===== src/rtl/xmca_pkg.sv =====
// Shared types, opcodes and helpers for the MMIO completion ALU.
package xmca_pkg;

  typedef enum logic [3:0] {
    OP_MOV   = 4'd0,
    OP_MOVZX = 4'd1,
    OP_MOVSX = 4'd2,
    OP_MOVS  = 4'd3,
    OP_STOS  = 4'd4,
    OP_LODS  = 4'd5,
    OP_AND   = 4'd6,
    OP_ADD   = 4'd7,
    OP_OR    = 4'd8,
    OP_XOR   = 4'd9,
    OP_CMP   = 4'd10,
    OP_SUB   = 4'd11,
    OP_TEST  = 4'd12,
    OP_BT    = 4'd13,
    OP_XCHG  = 4'd14,
    OP_NONE  = 4'd15
  } op_t;

  localparam logic [1:0] SK_REG = 2'd0;
  localparam logic [1:0] SK_IMM = 2'd1;
  localparam logic [1:0] SK_MEM = 2'd2;
  localparam logic [1:0] SK_BAD = 2'd3;

  localparam logic [1:0] SZ_BYTE  = 2'd0;
  localparam logic [1:0] SZ_WORD  = 2'd1;
  localparam logic [1:0] SZ_DWORD = 2'd2;
  localparam logic [1:0] SZ_BAD   = 2'd3;

  localparam logic [2:0] R_EAX = 3'd0;
  localparam logic [2:0] R_ECX = 3'd1;
  localparam logic [2:0] R_ESI = 3'd6;
  localparam logic [2:0] R_EDI = 3'd7;

  typedef struct packed {
    logic [3:0]  req_type;
    logic [31:0] mem_data;
    logic [1:0]  src_kind;
    logic [1:0]  op_size;
    logic [1:0]  dst_size;
    logic [3:0]  reg_index;
    logic        dst_is_reg;
    logic [31:0] immediate_value;
    logic        dir_down;
    logic        rep_prefix;
    logic [31:0] rep_count;
    logic [3:0]  elem_size;
  } req_t;

  typedef struct packed {
    logic        reg_written;
    logic [2:0]  written_index;
    logic [31:0] written_value;
    logic        carry_flag;
    logic        parity_flag;
    logic        adjust_flag;
    logic        zero_flag;
    logic        sign_flag;
    logic        overflow_flag;
    logic        bad_operand;
    logic        last;
  } rsp_t;

  // flags packed as {OF,SF,ZF,AF,PF,CF}
  typedef logic [5:0] flags_t;

  function automatic logic [31:0] size_mask(input logic [1:0] sz);
    case (sz)
      SZ_BYTE: size_mask = 32'h0000_00FF;
      SZ_WORD: size_mask = 32'h0000_FFFF;
      default: size_mask = 32'hFFFF_FFFF;
    endcase
  endfunction

  function automatic logic [31:0] size_sign(input logic [1:0] sz);
    case (sz)
      SZ_BYTE: size_sign = 32'h0000_0080;
      SZ_WORD: size_sign = 32'h0000_8000;
      default: size_sign = 32'h8000_0000;
    endcase
  endfunction

  function automatic flags_t zsp(input logic [1:0] sz, input logic [31:0] r);
    flags_t f;
    f = '0;
    f[3] = ((r & size_mask(sz)) == 32'd0);
    f[4] = ((r & size_sign(sz)) != 32'd0);
    f[1] = ~(^r[7:0]);
    zsp = f;
  endfunction

endpackage


===== src/rtl/xmca_if.sv =====
// Valid/ready channel interfaces for requests and responses.
interface xmca_req_if (input logic clk);
  logic            valid;
  logic            ready;
  xmca_pkg::req_t  data;
  modport source (output valid, output data, input ready);
  modport sink (input valid, input data, output ready);
endinterface

interface xmca_rsp_if (input logic clk);
  logic            valid;
  logic            ready;
  xmca_pkg::rsp_t  data;
  modport source (output valid, output data, input ready);
  modport sink (input valid, input data, output ready);
endinterface


===== src/rtl/xmca_gpr_ram.sv =====
// Eight-entry register file memory, one write and one registered read port.
module xmca_gpr_ram (
  input  logic        clk,
  input  logic        we,
  input  logic [2:0]  waddr,
  input  logic [31:0] wdata,
  input  logic [2:0]  raddr,
  output logic [31:0] rdata
);
  logic [31:0] mem [8];
  always_ff @(posedge clk) begin
    if (we) begin
      mem[waddr] <= wdata;
    end
    rdata <= mem[raddr];
  end
endmodule


===== src/rtl/xmca_alu.sv =====
// Per-step datapath: operand select, ALU, merge and string pointer math.
module xmca_alu (
  input  xmca_pkg::req_t     req,
  input  logic [1:0]         step,
  input  logic [1:0]         rstep,
  input  logic [31:0]        rd,
  input  xmca_pkg::flags_t   flags,
  input  logic [31:0]        stride,
  output logic [2:0]         raddr,
  output logic               wr,
  output logic [2:0]         widx,
  output logic [31:0]        wval,
  output logic               upd_flags,
  output xmca_pkg::flags_t   flags_nxt,
  output logic               bad,
  output logic               fin
);
  logic [3:0]  t;
  logic [1:0]  msz;
  logic [2:0]  pidx;
  logic [31:0] v, srcv, d, r, m, sb, a, b, ptr;
  logic        is_bt, use_reg, use_size, alu_wr, mov_bad;
  xmca_pkg::flags_t f;
  logic [2:0]  seq [3];
  logic [1:0]  nseq;

  always_comb begin
    t = req.req_type;
    d = req.mem_data;
    is_bt = (t == xmca_pkg::OP_BT);
    use_reg = (req.src_kind == xmca_pkg::SK_REG) ||
              (req.src_kind == xmca_pkg::SK_MEM && !is_bt);
    use_size = !is_bt || req.src_kind == xmca_pkg::SK_REG;
    // physical register touched by a sized access
    pidx = (req.op_size == xmca_pkg::SZ_BYTE) ? {1'b0, req.reg_index[1:0]}
                                              : req.reg_index[2:0];
    // string write sequence
    seq[0] = xmca_pkg::R_EAX; seq[1] = xmca_pkg::R_EAX; seq[2] = xmca_pkg::R_EAX;
    nseq = 2'd0;
    case (t)
      xmca_pkg::OP_MOVS: begin
        if (req.rep_prefix) begin
          seq[0] = xmca_pkg::R_ECX; seq[1] = xmca_pkg::R_ESI;
          seq[2] = xmca_pkg::R_EDI; nseq = 2'd3;
        end else begin
          seq[0] = xmca_pkg::R_ESI; seq[1] = xmca_pkg::R_EDI; nseq = 2'd2;
        end
      end
      xmca_pkg::OP_STOS: begin
        seq[0] = xmca_pkg::R_EDI; seq[1] = xmca_pkg::R_ECX;
        nseq = req.rep_prefix ? 2'd2 : 2'd1;
      end
      xmca_pkg::OP_LODS: begin
        seq[0] = xmca_pkg::R_EAX; seq[1] = xmca_pkg::R_ESI; seq[2] = xmca_pkg::R_ECX;
        nseq = req.rep_prefix ? 2'd3 : 2'd2;
      end
      default: nseq = 2'd0;
    endcase

    raddr = pidx;
    if (t == xmca_pkg::OP_MOVS || t == xmca_pkg::OP_STOS || t == xmca_pkg::OP_LODS) begin
      raddr = seq[rstep];
    end

    wr = 1'b0; widx = pidx; wval = 32'd0; upd_flags = 1'b0; flags_nxt = flags;
    bad = 1'b0; fin = 1'b1;
    v = d; msz = req.op_size; srcv = 32'd0; r = 32'd0; a = 32'd0; b = 32'd0;
    m = xmca_pkg::size_mask(req.op_size); sb = xmca_pkg::size_sign(req.op_size);
    f = '0; alu_wr = 1'b0; ptr = 32'd0; mov_bad = 1'b0;

    case (t)
      xmca_pkg::OP_MOV, xmca_pkg::OP_MOVZX, xmca_pkg::OP_MOVSX: begin
        mov_bad = req.op_size == xmca_pkg::SZ_BAD || req.reg_index[3] ||
                  (t != xmca_pkg::OP_MOV && req.dst_size == xmca_pkg::SZ_BAD);
        if (req.dst_is_reg) begin
          if (mov_bad) begin
            bad = 1'b1;
          end else begin
            if (t != xmca_pkg::OP_MOV) begin
              v = d & m;
              if (t == xmca_pkg::OP_MOVSX && (v & sb) != 32'd0) v = v | ~m;
              msz = req.dst_size;
            end
            wr = 1'b1;
          end
        end
      end
      xmca_pkg::OP_XCHG: begin
        if (req.op_size == xmca_pkg::SZ_BAD || req.reg_index[3]) bad = 1'b1;
        else wr = 1'b1;
      end
      xmca_pkg::OP_MOVS, xmca_pkg::OP_STOS, xmca_pkg::OP_LODS: begin
        if (t == xmca_pkg::OP_LODS && req.op_size == xmca_pkg::SZ_BAD) begin
          bad = 1'b1;
        end else begin
          wr = 1'b1;
          fin = ({1'b0, step} + 3'd1 >= {1'b0, nseq});
          widx = seq[step];
          ptr = req.dir_down ? rd - stride : rd + stride;
          if (seq[step] == xmca_pkg::R_ECX) ptr = rd - req.rep_count;
        end
      end
      xmca_pkg::OP_NONE: bad = 1'b0;
      default: begin
        if (req.src_kind == xmca_pkg::SK_BAD ||
            (use_size && req.op_size == xmca_pkg::SZ_BAD) ||
            (use_reg && req.reg_index[3])) begin
          bad = 1'b1;
        end else begin
          // sized register read
          if (req.op_size == xmca_pkg::SZ_BYTE && req.reg_index[2])
            srcv = {24'd0, rd[15:8]};
          else
            srcv = rd & m;
          if (req.src_kind == xmca_pkg::SK_IMM) srcv = req.immediate_value;
          else if (!use_reg) srcv = 32'd0;
          upd_flags = 1'b1;
          if (is_bt) begin
            flags_nxt[0] = d[srcv[4:0]];
          end else begin
            if (t == xmca_pkg::OP_AND || t == xmca_pkg::OP_OR ||
                t == xmca_pkg::OP_XOR || t == xmca_pkg::OP_TEST) begin
              r = (t == xmca_pkg::OP_OR) ? (d | srcv) :
                  (t == xmca_pkg::OP_XOR) ? (d ^ srcv) : (d & srcv);
              f = xmca_pkg::zsp(req.op_size, r);
              f[2] = flags[2];
            end else if (t == xmca_pkg::OP_ADD) begin
              r = d + srcv;
              f = xmca_pkg::zsp(req.op_size, r);
              f[0] = (r & m) < (d & m);
              f[5] = ((srcv ^ r) & (d ^ r) & sb) != 32'd0;
              f[2] = r[4] ^ srcv[4] ^ d[4];
            end else begin
              a = (req.src_kind == xmca_pkg::SK_MEM) ? srcv : d;
              b = (req.src_kind == xmca_pkg::SK_MEM) ? d : srcv;
              r = a - b;
              f = xmca_pkg::zsp(req.op_size, r);
              f[0] = (b & m) > (a & m);
              f[5] = ((a ^ b) & (a ^ r) & sb) != 32'd0;
              f[2] = r[4] ^ srcv[4] ^ d[4];
            end
            flags_nxt = f;
            alu_wr = req.src_kind == xmca_pkg::SK_MEM &&
                     t != xmca_pkg::OP_CMP && t != xmca_pkg::OP_TEST;
            wr = alu_wr;
            v = r;
          end
        end
      end
    endcase

    // merge into the physical register
    if (!(t == xmca_pkg::OP_MOVS || t == xmca_pkg::OP_STOS)) begin
      if (t == xmca_pkg::OP_LODS && step == 2'd0) begin
        msz = req.op_size; widx = xmca_pkg::R_EAX;
      end
      if (t != xmca_pkg::OP_LODS || step == 2'd0) begin
        if (msz == xmca_pkg::SZ_BYTE && req.reg_index[2] && t != xmca_pkg::OP_LODS) begin
          wval = {rd[31:16], v[7:0], rd[7:0]};
        end else if (msz == xmca_pkg::SZ_BYTE) begin
          wval = {rd[31:8], v[7:0]};
          if (t != xmca_pkg::OP_LODS) widx = {1'b0, req.reg_index[1:0]};
        end else if (msz == xmca_pkg::SZ_WORD) begin
          wval = {rd[31:16], v[15:0]};
          if (t != xmca_pkg::OP_LODS) widx = req.reg_index[2:0];
        end else begin
          wval = v;
          if (t != xmca_pkg::OP_LODS) widx = req.reg_index[2:0];
        end
        if (msz == xmca_pkg::SZ_BYTE && req.reg_index[2] && t != xmca_pkg::OP_LODS)
          widx = {1'b0, req.reg_index[1:0]};
      end else begin
        wval = ptr;
      end
    end else begin
      wval = ptr;
    end
  end
endmodule


===== src/rtl/x86_mmio_completion_alu.sv =====
// Top level: MMIO completion ALU with register file memory and step sequencer.
//
//   channel | dir | fields
//   in_     | in  | req_t (instruction, operands, string info)
//   out_    | out | rsp_t (register write, flags, status, last)
//
// Each item passes through a read state and then an exec state that issues one result beat
// per step, up to three beats for a three-register string op; the register file
// memory port (one read, registered) sets the pace. Reset clears all registers
// through valid bits and clears the flags. A stalled out_ holds the beat in the output
// register; a new item is taken as soon as the previous one issues its last beat.
module x86_mmio_completion_alu (
  input  logic           clk,
  input  logic           rst_n,
  xmca_req_if.sink       in_ch,
  xmca_rsp_if.source     out_ch
);
  typedef enum logic [2:0] {
    S_IDLE = 3'b001,
    S_READ = 3'b010,
    S_EXEC = 3'b100
  } st_t;

  st_t              st_r, st_nxt;
  xmca_pkg::req_t   req_r;
  logic [1:0]       step_r;
  xmca_pkg::flags_t flags_r;
  logic [7:0]       vld_r;
  logic [31:0]      stride_r;
  logic             ovld_r;
  xmca_pkg::rsp_t   odat_r;

  logic [2:0]  raddr, widx, rsel;
  logic [31:0] rdata, rd, wval;
  logic        wr, upd, bad, fin, fire;
  xmca_pkg::flags_t fnx;
  logic [1:0]  rd_step;
  logic        out_free;

  // read address for the coming exec cycle: msz-based index for merge
  logic [2:0] raddr_merge;

  assign out_free = !ovld_r || out_ch.ready;
  assign in_ch.ready = (st_r == S_IDLE) || (st_r == S_EXEC && out_free && fin);

  xmca_alu u_alu (
    .req(req_r), .step(step_r), .rstep(rd_step), .rd(rd), .flags(flags_r),
    .stride(stride_r), .raddr(raddr), .wr(wr), .widx(widx), .wval(wval),
    .upd_flags(upd), .flags_nxt(fnx), .bad(bad), .fin(fin)
  );

  // the step being read: next step while executing, else the current step
  assign rd_step = (st_r == S_EXEC && out_free && !fin) ? step_r + 2'd1 : step_r;

  always_comb begin
    raddr_merge = raddr;
    if (req_r.req_type == xmca_pkg::OP_MOVZX || req_r.req_type == xmca_pkg::OP_MOVSX) begin
      raddr_merge = (req_r.dst_size == xmca_pkg::SZ_BYTE) ? {1'b0, req_r.reg_index[1:0]}
                                                          : req_r.reg_index[2:0];
    end
  end

  assign rsel = raddr_merge;
  assign fire = st_r == S_EXEC && out_free;

  xmca_gpr_ram u_ram (
    .clk(clk), .we(fire && wr), .waddr(widx), .wdata(wval), .raddr(rsel), .rdata(rdata)
  );

  // forward a same-entry write from the previous exec beat
  logic        fwd_r;
  logic [31:0] fwd_val_r;
  logic [2:0]  rsel_r;
  assign rd = fwd_r ? fwd_val_r : (vld_r[rsel_r] ? rdata : 32'd0);

  always_comb begin
    st_nxt = st_r;
    case (st_r)
      S_IDLE: if (in_ch.valid) st_nxt = S_READ;
      S_READ: st_nxt = S_EXEC;
      S_EXEC: if (fire && fin) st_nxt = in_ch.valid ? S_READ : S_IDLE;
      default: st_nxt = S_IDLE;
    endcase
  end

  always_ff @(posedge clk) begin
    if (!rst_n) begin
      st_r <= S_IDLE;
      flags_r <= '0;
      vld_r <= '0;
      ovld_r <= 1'b0;
      step_r <= 2'd0;
      fwd_r <= 1'b0;
    end else begin
      st_r <= st_nxt;
      fwd_r <= fire && wr && widx == rsel;
      ovld_r <= fire || (ovld_r && !out_ch.ready);
      if (fire) begin
        if (wr) vld_r[widx] <= 1'b1;
        if (upd) flags_r <= fnx;
        step_r <= fin ? 2'd0 : step_r + 2'd1;
      end
    end
  end

  always_ff @(posedge clk) begin
    rsel_r <= rsel;
    fwd_val_r <= wval;
    if (in_ch.valid && in_ch.ready) begin
      req_r <= in_ch.data;
      stride_r <= in_ch.data.rep_count * {28'd0, in_ch.data.elem_size};
    end
    if (fire) begin
      odat_r.reg_written <= wr;
      odat_r.written_index <= wr ? widx : 3'd0;
      odat_r.written_value <= wr ? wval : 32'd0;
      odat_r.carry_flag <= upd ? fnx[0] : flags_r[0];
      odat_r.parity_flag <= upd ? fnx[1] : flags_r[1];
      odat_r.adjust_flag <= upd ? fnx[2] : flags_r[2];
      odat_r.zero_flag <= upd ? fnx[3] : flags_r[3];
      odat_r.sign_flag <= upd ? fnx[4] : flags_r[4];
      odat_r.overflow_flag <= upd ? fnx[5] : flags_r[5];
      odat_r.bad_operand <= bad;
      odat_r.last <= fin;
    end
  end

  assign out_ch.valid = ovld_r;
  assign out_ch.data = odat_r;
endmodule


===== src/flat_wrapper.sv =====
// flat-port wrapper written by rule: the top's interface ports become plain ports
module x86_mmio_completion_alu_flat 
  (clk, rst_n, in_ch_valid, in_ch_data, in_ch_ready, out_ch_valid, out_ch_data, out_ch_ready);
  xmca_req_if in_ch_i (.clk(clk));
  xmca_rsp_if out_ch_i (.clk(clk));
  input  logic clk;
  input  logic rst_n;
  input wire logic [$bits(in_ch_i.valid)-1:0] in_ch_valid;
  input wire logic [$bits(in_ch_i.data)-1:0] in_ch_data;
  output wire logic [$bits(in_ch_i.ready)-1:0] in_ch_ready;
  output wire logic [$bits(out_ch_i.valid)-1:0] out_ch_valid;
  output wire logic [$bits(out_ch_i.data)-1:0] out_ch_data;
  input wire logic [$bits(out_ch_i.ready)-1:0] out_ch_ready;
  assign in_ch_i.valid = in_ch_valid;
  assign in_ch_i.data = in_ch_data;
  assign in_ch_ready = in_ch_i.ready;
  assign out_ch_valid = out_ch_i.valid;
  assign out_ch_data = out_ch_i.data;
  assign out_ch_i.ready = out_ch_ready;
  x86_mmio_completion_alu u_core (.clk(clk), .rst_n(rst_n), .in_ch(in_ch_i), .out_ch(out_ch_i));
endmodule

===== config.mk =====
export PLATFORM = sky130hd
export DESIGN_NAME = x86_mmio_completion_alu_flat
export DESIGN_NICKNAME = d
export VERILOG_FILES = /design/src/rtl/xmca_pkg.sv /design/src/rtl/xmca_if.sv /design/src/rtl/xmca_gpr_ram.sv /design/src/rtl/xmca_alu.sv /design/src/rtl/x86_mmio_completion_alu.sv /design/src/flat_wrapper.sv
export SDC_FILE = /design/constraint.sdc
export NUM_CORES = 2
export LEC_CHECK = 0
export BUFFER_PORTS_ARGS = -buffer_cell sky130_fd_sc_hd__buf_2
export CAP_MARGIN = 5
export CORE_UTILIZATION = 50
export DETAILED_ROUTE_END_ITERATION = 8
export GPL_ROUTABILITY_DRIVEN = 0
export PLACE_DENSITY = 0.7
export SETUP_SLACK_MARGIN = 0.02
export SLEW_MARGIN = 15
export SYNTH_ARGS = -nofsm -noshare
export SYNTH_HDL_FRONTEND = slang
export SYNTH_SLANG_ARGS = --single-unit

===== constraint.sdc =====
create_clock -name clk -period 6.04 [get_ports clk]
set_clock_uncertainty 0.15 [all_clocks]
set_input_delay 0.604 -clock clk [delete_from_list [all_inputs] [get_ports clk]]
set_output_delay 0.604 -clock clk [all_outputs]
set_load 0.02 [all_outputs]

After elaboration in Yosys (flattened, before gate mapping)

Memories as Yosys holds them, arrays and structs flattened. A register that Yosys moved wholly into a read port is not among the register bits.
Cells that the tools add are included.

Bits in registers: 245
RAM bits: 256
Output and inout port bits: 46
Word-level logic and storage cells: 315
Memories kept: 1

Memory list:

| name             | depth | bits a word | read ports | clocked after memory_dff | wr ports | line               | RTL |
|---|---|---|---|---|---|---|---|
| u_core.u_ram.mem | 8     | 32          | 1          | 1                        | 1        | xmca_gpr_ram.sv:10 | `logic [31:0] mem [8];` |

Add/sub/neg operators: 7
Multipliers: 1
$lt $le $gt $ge: 9
Eq/ne operators: 30
Mux-type cells: 134
Bitwise operators: 35
Reductions and logical operators: 67

Operator list:

| kind                                                 | number |
|---|---|
| two-way mux 32 bit                                   | 56 |
| AND 32 bit                                           | 17 |
| one-hot mux 32 bit (2 select lines)                  | 3 |
| nonzero test 32 bit                                  | 6 |
| XOR 32 bit                                           | 5 |
| logical NOT 32 bit                                   | 3 |
| subtractor 32 bit                                    | 3 |
| adder 32 bit                                         | 2 |
| bitwise OR 32 bit                                    | 2 |
| two-way mux 3 bit                                    | 20 |
| > comparator 32 bit                                  | 1 |
| < comparator 32 bit                                  | 1 |
| multiplier 32 x 4 -> 32 bit                          | 1 |
| NOT 32 bit                                           | 1 |
| two-way mux 6 bit                                    | 5 |
| two-way mux 1 bit                                    | 28 |
| equality test 4 bit (second input constant)          | 6 |
| XOR reduction 8 bit                                  | 3 |
| logical AND 1 bit                                    | 20 |
| two-way mux 2 bit                                    | 10 |
| one-hot mux 6 bit (3 select lines)                   | 1 |
| equality test 4 x 3 -> 1 bit (second input constant) | 4 |
| logical OR 1 bit                                     | 16 |
| binary-select mux 3 bit (select 2 bit)               | 2 |
| other kinds (39)                                     | 67 |

Depth between registers and ports, before layout

Depth in word-level cells: 22
Mapped depth: 30
Gate-level depth less buffers: 29

By module

A second synthesis with hierarchy kept.

Cells, all modules: 3605
Area, all modules: 36667.7 sq um

By module, submodules not included:

| module                  | times used | cells each | area an instance (sq um) | sequential area each (sq um) |
|---|---|---|---|---|
| xmca_alu                | 1          | 2240       | 14199.9                  | 0.0 |
| x86_mmio_completion_alu | 1          | 950        | 12001.5                  | 6916.6 |
| xmca_gpr_ram            | 1          | 415        | 10466.3                  | 8328.0 |

Worst setup path after synthesis

OpenSTA, ideal clock, no wires.

Path type: input -> register
Start: input port out_ch_ready
End: register u_core.req_r[100] in the netlist's numbering, enable pin
Arrival: 6053 ps
Data required time: 5369 ps
Path slack: -685 ps
Cell stages on the path: 7
Path buffers: 1
Path through: nor2b_1 or3_1 clkbuf_1 inv_1 nand2_1 o21ai_0 and2_1

Longest elaborated chain between the ends: 5

RTL lines:

| item                 | line                           | RTL |
|---|---|---|
| start, declared      | flat_wrapper.sv:13             | `input wire logic [$bits(out_ch_i.ready)-1:0] out_ch_ready;` |
| logical OR 1 bit     | x86_mmio_completion_alu.sv:43  | `assign out_free = !ovld_r \|\| out_ch.ready;` |
| logical AND 1 bit    | n/a                            |  |
| via u_core.fire      | x86_mmio_completion_alu.sv:35  | `logic wr, upd, bad, fin, fire;` |
| logical AND 1 bit    | x86_mmio_completion_alu.sv:44  | `assign in_ch.ready = (st_r == S_IDLE) \|\| (st_r == S_EXEC && out_free && fin);` |
| logical OR 1 bit     | x86_mmio_completion_alu.sv:44  |  |
| via in_ch_ready      | flat_wrapper.sv:10             | `output wire logic [$bits(in_ch_i.ready)-1:0] in_ch_ready;` |
| logical AND 1 bit    | x86_mmio_completion_alu.sv:109 | `if (in_ch.valid && in_ch.ready) begin` |
| end signal, assigned | x86_mmio_completion_alu.sv:110 | `req_r <= in_ch.data;` |
| end, declared        | x86_mmio_completion_alu.sv:25  | `xmca_pkg::req_t req_r;` |

The timed path passes the listed nets, and every way through them passes these cells.
A chain may end at the register's enable or synchronous reset.

Worst setup path in the final report

Start: register u_core.rsel_r[1]
End: register u_core.odat_r (netlist bit u_core.out_ch.data[4]), data pin

Longest elaborated chain between the ends: 20

RTL lines:

| item                                                    | line                            | RTL |
|---|---|---|
| start, declared                                         | x86_mmio_completion_alu.sv:73   | `logic [2:0] rsel_r;` |
| start signal, assigned                                  | x86_mmio_completion_alu.sv:107  | `rsel_r <= rsel;` |
| binary-select mux 1 bit (select 3 bit) *                | x86_mmio_completion_alu.sv:74   | `assign rd = fwd_r ? fwd_val_r : (vld_r[rsel_r] ? rdata : 32'd0);` |
| two-way mux 1 bit (implied by the code) *               | x86_mmio_completion_alu.sv:74   |  |
| two-way mux 32 bit * (2 in a row)                       | x86_mmio_completion_alu.sv:74   |  |
| AND 32 bit                                              | xmca_alu.sv:114                 | `srcv = rd & m;` |
| two-way mux 32 bit *                                    | xmca_alu.sv:111                 | `if (req.op_size == xmca_pkg::SZ_BYTE && req.reg_index[2])` |
| two-way mux 32 bit *                                    | xmca_alu.sv:116                 | `else if (!use_reg) srcv = 32'd0;` |
| two-way mux 32 bit *                                    | xmca_alu.sv:115                 | `if (req.src_kind == xmca_pkg::SK_IMM) srcv = req.immediate_value;` |
| two-way mux 32 bit *                                    | xmca_alu.sv:105                 | `if (req.src_kind == xmca_pkg::SK_BAD \|\|` |
| [3 not listed]                                          | n/a                             |  |
| AND 32 bit or two-way mux 32 bit (tied branches)        | xmca_pkg.sv:89, xmca_alu.sv:123 |  |
| logical NOT 32 bit or AND 32 bit (tied branches)        | xmca_pkg.sv:89                  | `f[3] = ((r & size_mask(sz)) == 32'd0);` |
| two-way mux 6 bit or logical NOT 32 bit (tied branches) | xmca_alu.sv:127, xmca_pkg.sv:89 |  |
| two-way mux 6 bit *                                     | xmca_alu.sv:121                 | `if (t == xmca_pkg::OP_AND \|\| t == xmca_pkg::OP_OR \|\|` |
| two-way mux 5 bit *                                     | xmca_alu.sv:118                 | `if (is_bt) begin` |
| two-way mux 6 bit *                                     | xmca_alu.sv:105                 |  |
| two-way mux 6 bit *                                     | xmca_alu.sv:71                  | `case (t)` |
| two-way mux 1 bit *                                     | x86_mmio_completion_alu.sv:120  | `odat_r.zero_flag <= upd ? fnx[3] : flags_r[3];` |
| end, declared                                           | x86_mmio_completion_alu.sv:31   | `xmca_pkg::rsp_t odat_r;` |

Mark *: on every way between the ends. The rest lies on a longest branch, timed or not. The select of a mux whose other input is x is not followed.

==> flow_metrics.env <==
export IMPL_status="finished, violations left"
export IMPL_violations="setup timing"
export IMPL_final_common_cell="edfxtp_1"
export IMPL_period_share_pct=101.1
export IMPL_start_util_pct=50.60
export IMPL_clk_pin_slew_ns=0.06
export IMPL_seq_area_mm2=0.01513
export IMPL_fin_ws_ns=-0.06772
export IMPL_synth_edf_count=445
export IMPL_via_per_inst=6.170
export IMPL_root_buffer="clkbuf_16"
export IMPL_p_leak_nw=18.14
export IMPL_avgSynthCellArea_um2=9.895
export IMPL_ys_seq_area_share_pct=42.61
export IMPL_hold_violations=0
export IMPL_drt_first_pass_iters=9
export IMPL_dp_cells=4930
export IMPL_track_usage_pct=32.71
export IMPL_grt_pass1_wl_um=178200
export IMPL_clock_sinks=533
export IMPL_r2r_start="u_core.rsel_r[1]$_DFF_P_"
export IMPL_p_per_area_mw_per_mm2=305.2
export IMPL_drt_total_wl_um=121000
export IMPL_synth_distinct_cells=95
export IMPL_synth_area_mm2=0.03549
export IMPL_rsz0062_at_grt="yes"
export IMPL_rrSetupSlack_ns=-0.07
export IMPL_swShare_pct=35.88
export IMPL_ios=167
export IMPL_ys_ff_latch=533
export IMPL_drive_gt1_share_pct=22.94
export IMPL_hp_class="in -> reg"
export IMPL_timing_rr_end="u_core.out_ch.data[4]$_DFFE_PP_"
export IMPL_path_max_fanout=7
export IMPL_p_int_w=0.008546
export IMPL_place_hpwl_um=88430
export IMPL_cts_tree="done"
export IMPL_worstSetupStartpointType="flop"
export IMPL_seq_power_share_pct=34.3
export IMPL_syn_nets=4007
export IMPL_synthCells=3587
export IMPL_vias=31769
export IMPL_clk_path_buf_depth=3
export IMPL_yosysWarnings=0
export IMPL_power_w=0.01333
export IMPL_ir_drop_uv=251.0
export IMPL_tns_ns=-0.06772
export IMPL_finish_net_count=4577
export IMPL_grt_use_met3_pct=5.927
export IMPL_grt_pass1_vias=30158
export IMPL_drv_cap=0
export IMPL_cts_buffers=55
export IMPL_htreeDepth=2
export IMPL_die_area_mm2=0.07206
export IMPL_die_width_um=268.4
export IMPL_row_count=97
export IMPL_power_switching_w=0.004782
export IMPL_use_met2_pct=52.06
export IMPL_wl_per_cell_um=23.50
export IMPL_critPathArrivalTime_ns=6.43
export IMPL_max_slew_worst_pin_slew_ns=1.259
export IMPL_min_period_ns=6.108
export IMPL_power_frac_comb_pct=39.9
export IMPL_fin_cells=5149
export IMPL_ant_nets=0
export IMPL_grt_ovfl_total=0
export IMPL_setup_worst_path_class="reg -> reg"
export IMPL_drt_iter0_drc=3866
export IMPL_antenna_found_initial=6
export IMPL_multiInputGateArea_mm2=0.01956
export IMPL_clk_latency_ns=0.66
export IMPL_endpoint_kind="flop"
export IMPL_clockPowerShare_pct=25.8
export IMPL_finalSetupViolations=1
export IMPL_utilization_pct=62.25
export IMPL_async_reset_ff_share_pct=0
export IMPL_layout_common_cells="edfxtp_1, buf_4, nand2_1"
export IMPL_rr_worst_depth=27
export IMPL_numPortBuffers=166
export IMPL_design_core_area_mm2=0.07015
export IMPL_dieHeight_um=268.4
export IMPL_timing_fmax_mhz=163.7
export IMPL_synth_top_flop_cell="edfxtp_1"
export IMPL_grt_max_degree=86
export IMPL_worstPathRequired_ns=6.37
export IMPL_relSlewSlack_pct=15.97
export IMPL_critical_path_endpoint="u_core.out_ch.data[4]$_DFFE_PP_"
export IMPL_gr_usage_met1_pct=42.22
export IMPL_nFillCells=5682
export IMPL_gr_max_usage_layer="met2"
export IMPL_maxSlewViolCount=0
export IMPL_drc_errors=0
export IMPL_area_growth_pct=23.02
export IMPL_cp_startpoint="u_core.rsel_r[1]$_DFF_P_"
==> metal layers <==
metal | wire [um] | vias up
met3 | 12010 | 380
met2 | 54690 | 1824
met5 | 0 | -
met1 | 46820 | 15198
met4 | 7498 | 0
li1 | - | 14367
==> cell type report <==
type                    instances  area share (%)
flip-flops and latches        533           34.64
multi-input cells            2660           44.79
diodes                          6         0.03438
clock buffers                  74           3.430
inverters                     209           1.797
well taps                     940           2.693
repair buffers                698           11.89
clock inverters                29          0.7250
==> worst min-delay path by stage <==
stage               slack (ns)                            to                         start  cells past startpoint
floorplan                 0.29  u_core.vld_r[4]$_SDFFE_PN0P_  u_core.vld_r[4]$_SDFFE_PN0P_                      1
global placement          0.30  u_core.vld_r[0]$_SDFFE_PN0P_  u_core.vld_r[0]$_SDFFE_PN0P_                      1
detailed placement        0.30  u_core.vld_r[4]$_SDFFE_PN0P_  u_core.vld_r[4]$_SDFFE_PN0P_                      1
CTS                     0.0007    u_core.req_r[67]$_DFFE_PP_                in_ch_data[67]                      1
global route             0.005    u_core.req_r[67]$_DFFE_PP_                in_ch_data[67]                      1
finish                   0.009    u_core.req_r[43]$_DFFE_PP_                in_ch_data[43]                      1
==> Yosys cell counts (41+ instances only) <==
library cell  number  area, um2
clkbuf_1         143      536.8
xnor2_1          108      945.9
nor3_1            49      245.2
nor2_1           195      732.0
nand3_1           80      400.4
o21ai_0          172      860.8
and2_1           101      631.9
a22oi_1           51      382.9
a21oi_1          239       1196
o22ai_1           66      412.9
a21o_1            70      525.5
fa_1              61       1221
mux2_2           105       1182
inv_1            207      777.0
o211ai_1          47      352.8
dfxtp_1           88       1762
mux2i_1           60      600.6
xor2_1            41      359.1
a221oi_1          45      394.1
nand2_1          421       1580
edfxtp_1         445      13360
ha_1             238       2978
==> worst max-delay path, stage by stage, from the launching register on <==
cell and delay, ns:
dfxtp_2 0.33, mux4_2 0.50, a2bb2oi_2 0.16, and2_4 0.21, a22oi_2 0.16, inv_1 0.09
o211ai_1 0.27, a21boi_2 0.23, buf_6 0.14, nand2_1 0.07, a21boi_4 0.17, ha_4 0.27
nand3b_1 0.13, nand2_1 0.09, a21o_1 0.18, a21oi_2 0.14, xor2_1 0.22, ha_2 0.20
nand4_1 0.12, nor2_2 0.16, or4b_1 0.44, a2bb2oi_1 0.15, or4b_4 0.48, o21ai_4 0.20
o21ai_2 0.08, nor4_2 0.31, a21oi_2 0.11, a31oi_1 0.17
==> cell families (layout without fill, tap and decap cells) <==
group | after synthesis | after routing | share of synthesized area, %
adders and majority gates | 299 | 299 | 11.83
and+or+nand+nor | 1052 | 1052 | 14.05
muxes | 166 | 166 | 5.087
DFF | 533 | 533 | 42.61
other | 0 | 6 | 0
buffers and inverters | 394 | 1010 | 4.304
AOI/OAI and AO/OA | 994 | 994 | 18.44
xor gates and xnor gates | 149 | 149 | 3.677
==> per-stage QoR <==
stage | cell area (um2) | hold slack (ns) | setup slack (ns)
6_report | 43670 | 0.009142 | -0.06772
5_1_grt | 43660 | 0.004835 | -0.3239
4_1_cts | 42860 | 0.0006984 | 0.007526
3_5_place_dp | 40190 | 0.3016 | -0.5668
3_3_place_gp | 40190 | 0.2953 | -0.5134
2_1_floorplan | 35500 | 0.2854 | 0.09968
==> power by group through the flow <==
stage	clock, W	combinational, W	sequential [W]
after floorplan	0	0.00299	0.00453
after global placement	0	0.00477	0.00463
after detailed placement	0	0.00483	0.00463
after CTS	0.00347	0.00494	0.00455
after global routing	0.00360	0.00567	0.00458
final	0.00344	0.00532	0.00457
==> repair_timing <==
| action | 4_1_cts | 5_1_grt |
|---|---|---|
| resized for setup | 31 | 110 |
| buffers inserted | 6 | 33 |
| pin swaps | 10 | 62 |
| endpoints found under the setup margin | 43 | 153 |
| hold endpoints to repair | 70 | 0 |
| gates cloned | 0 | 1 |
| hold buffers | 70 | 0 |
==> sequential cells by signal (all words and copies together) (netlist names) <==
| name | cells |
|---|---|
| u_core.flags_r | 6 |
| u_core.fwd_r | 1 |
| u_core.fwd_val_r | 32 |
| u_core.out_ch.data | 44 |
| u_core.out_ch.valid | 1 |
| u_core.req_r | 113 |
| u_core.rsel_r | 3 |
| u_core.st_r | 3 |
| u_core.step_r | 2 |
| u_core.stride_r | 32 |
| u_core.u_ram.mem | 256 |
| u_core.u_ram.rdata | 32 |
| u_core.vld_r | 8 |
Power figures use the tool's default switching activity.
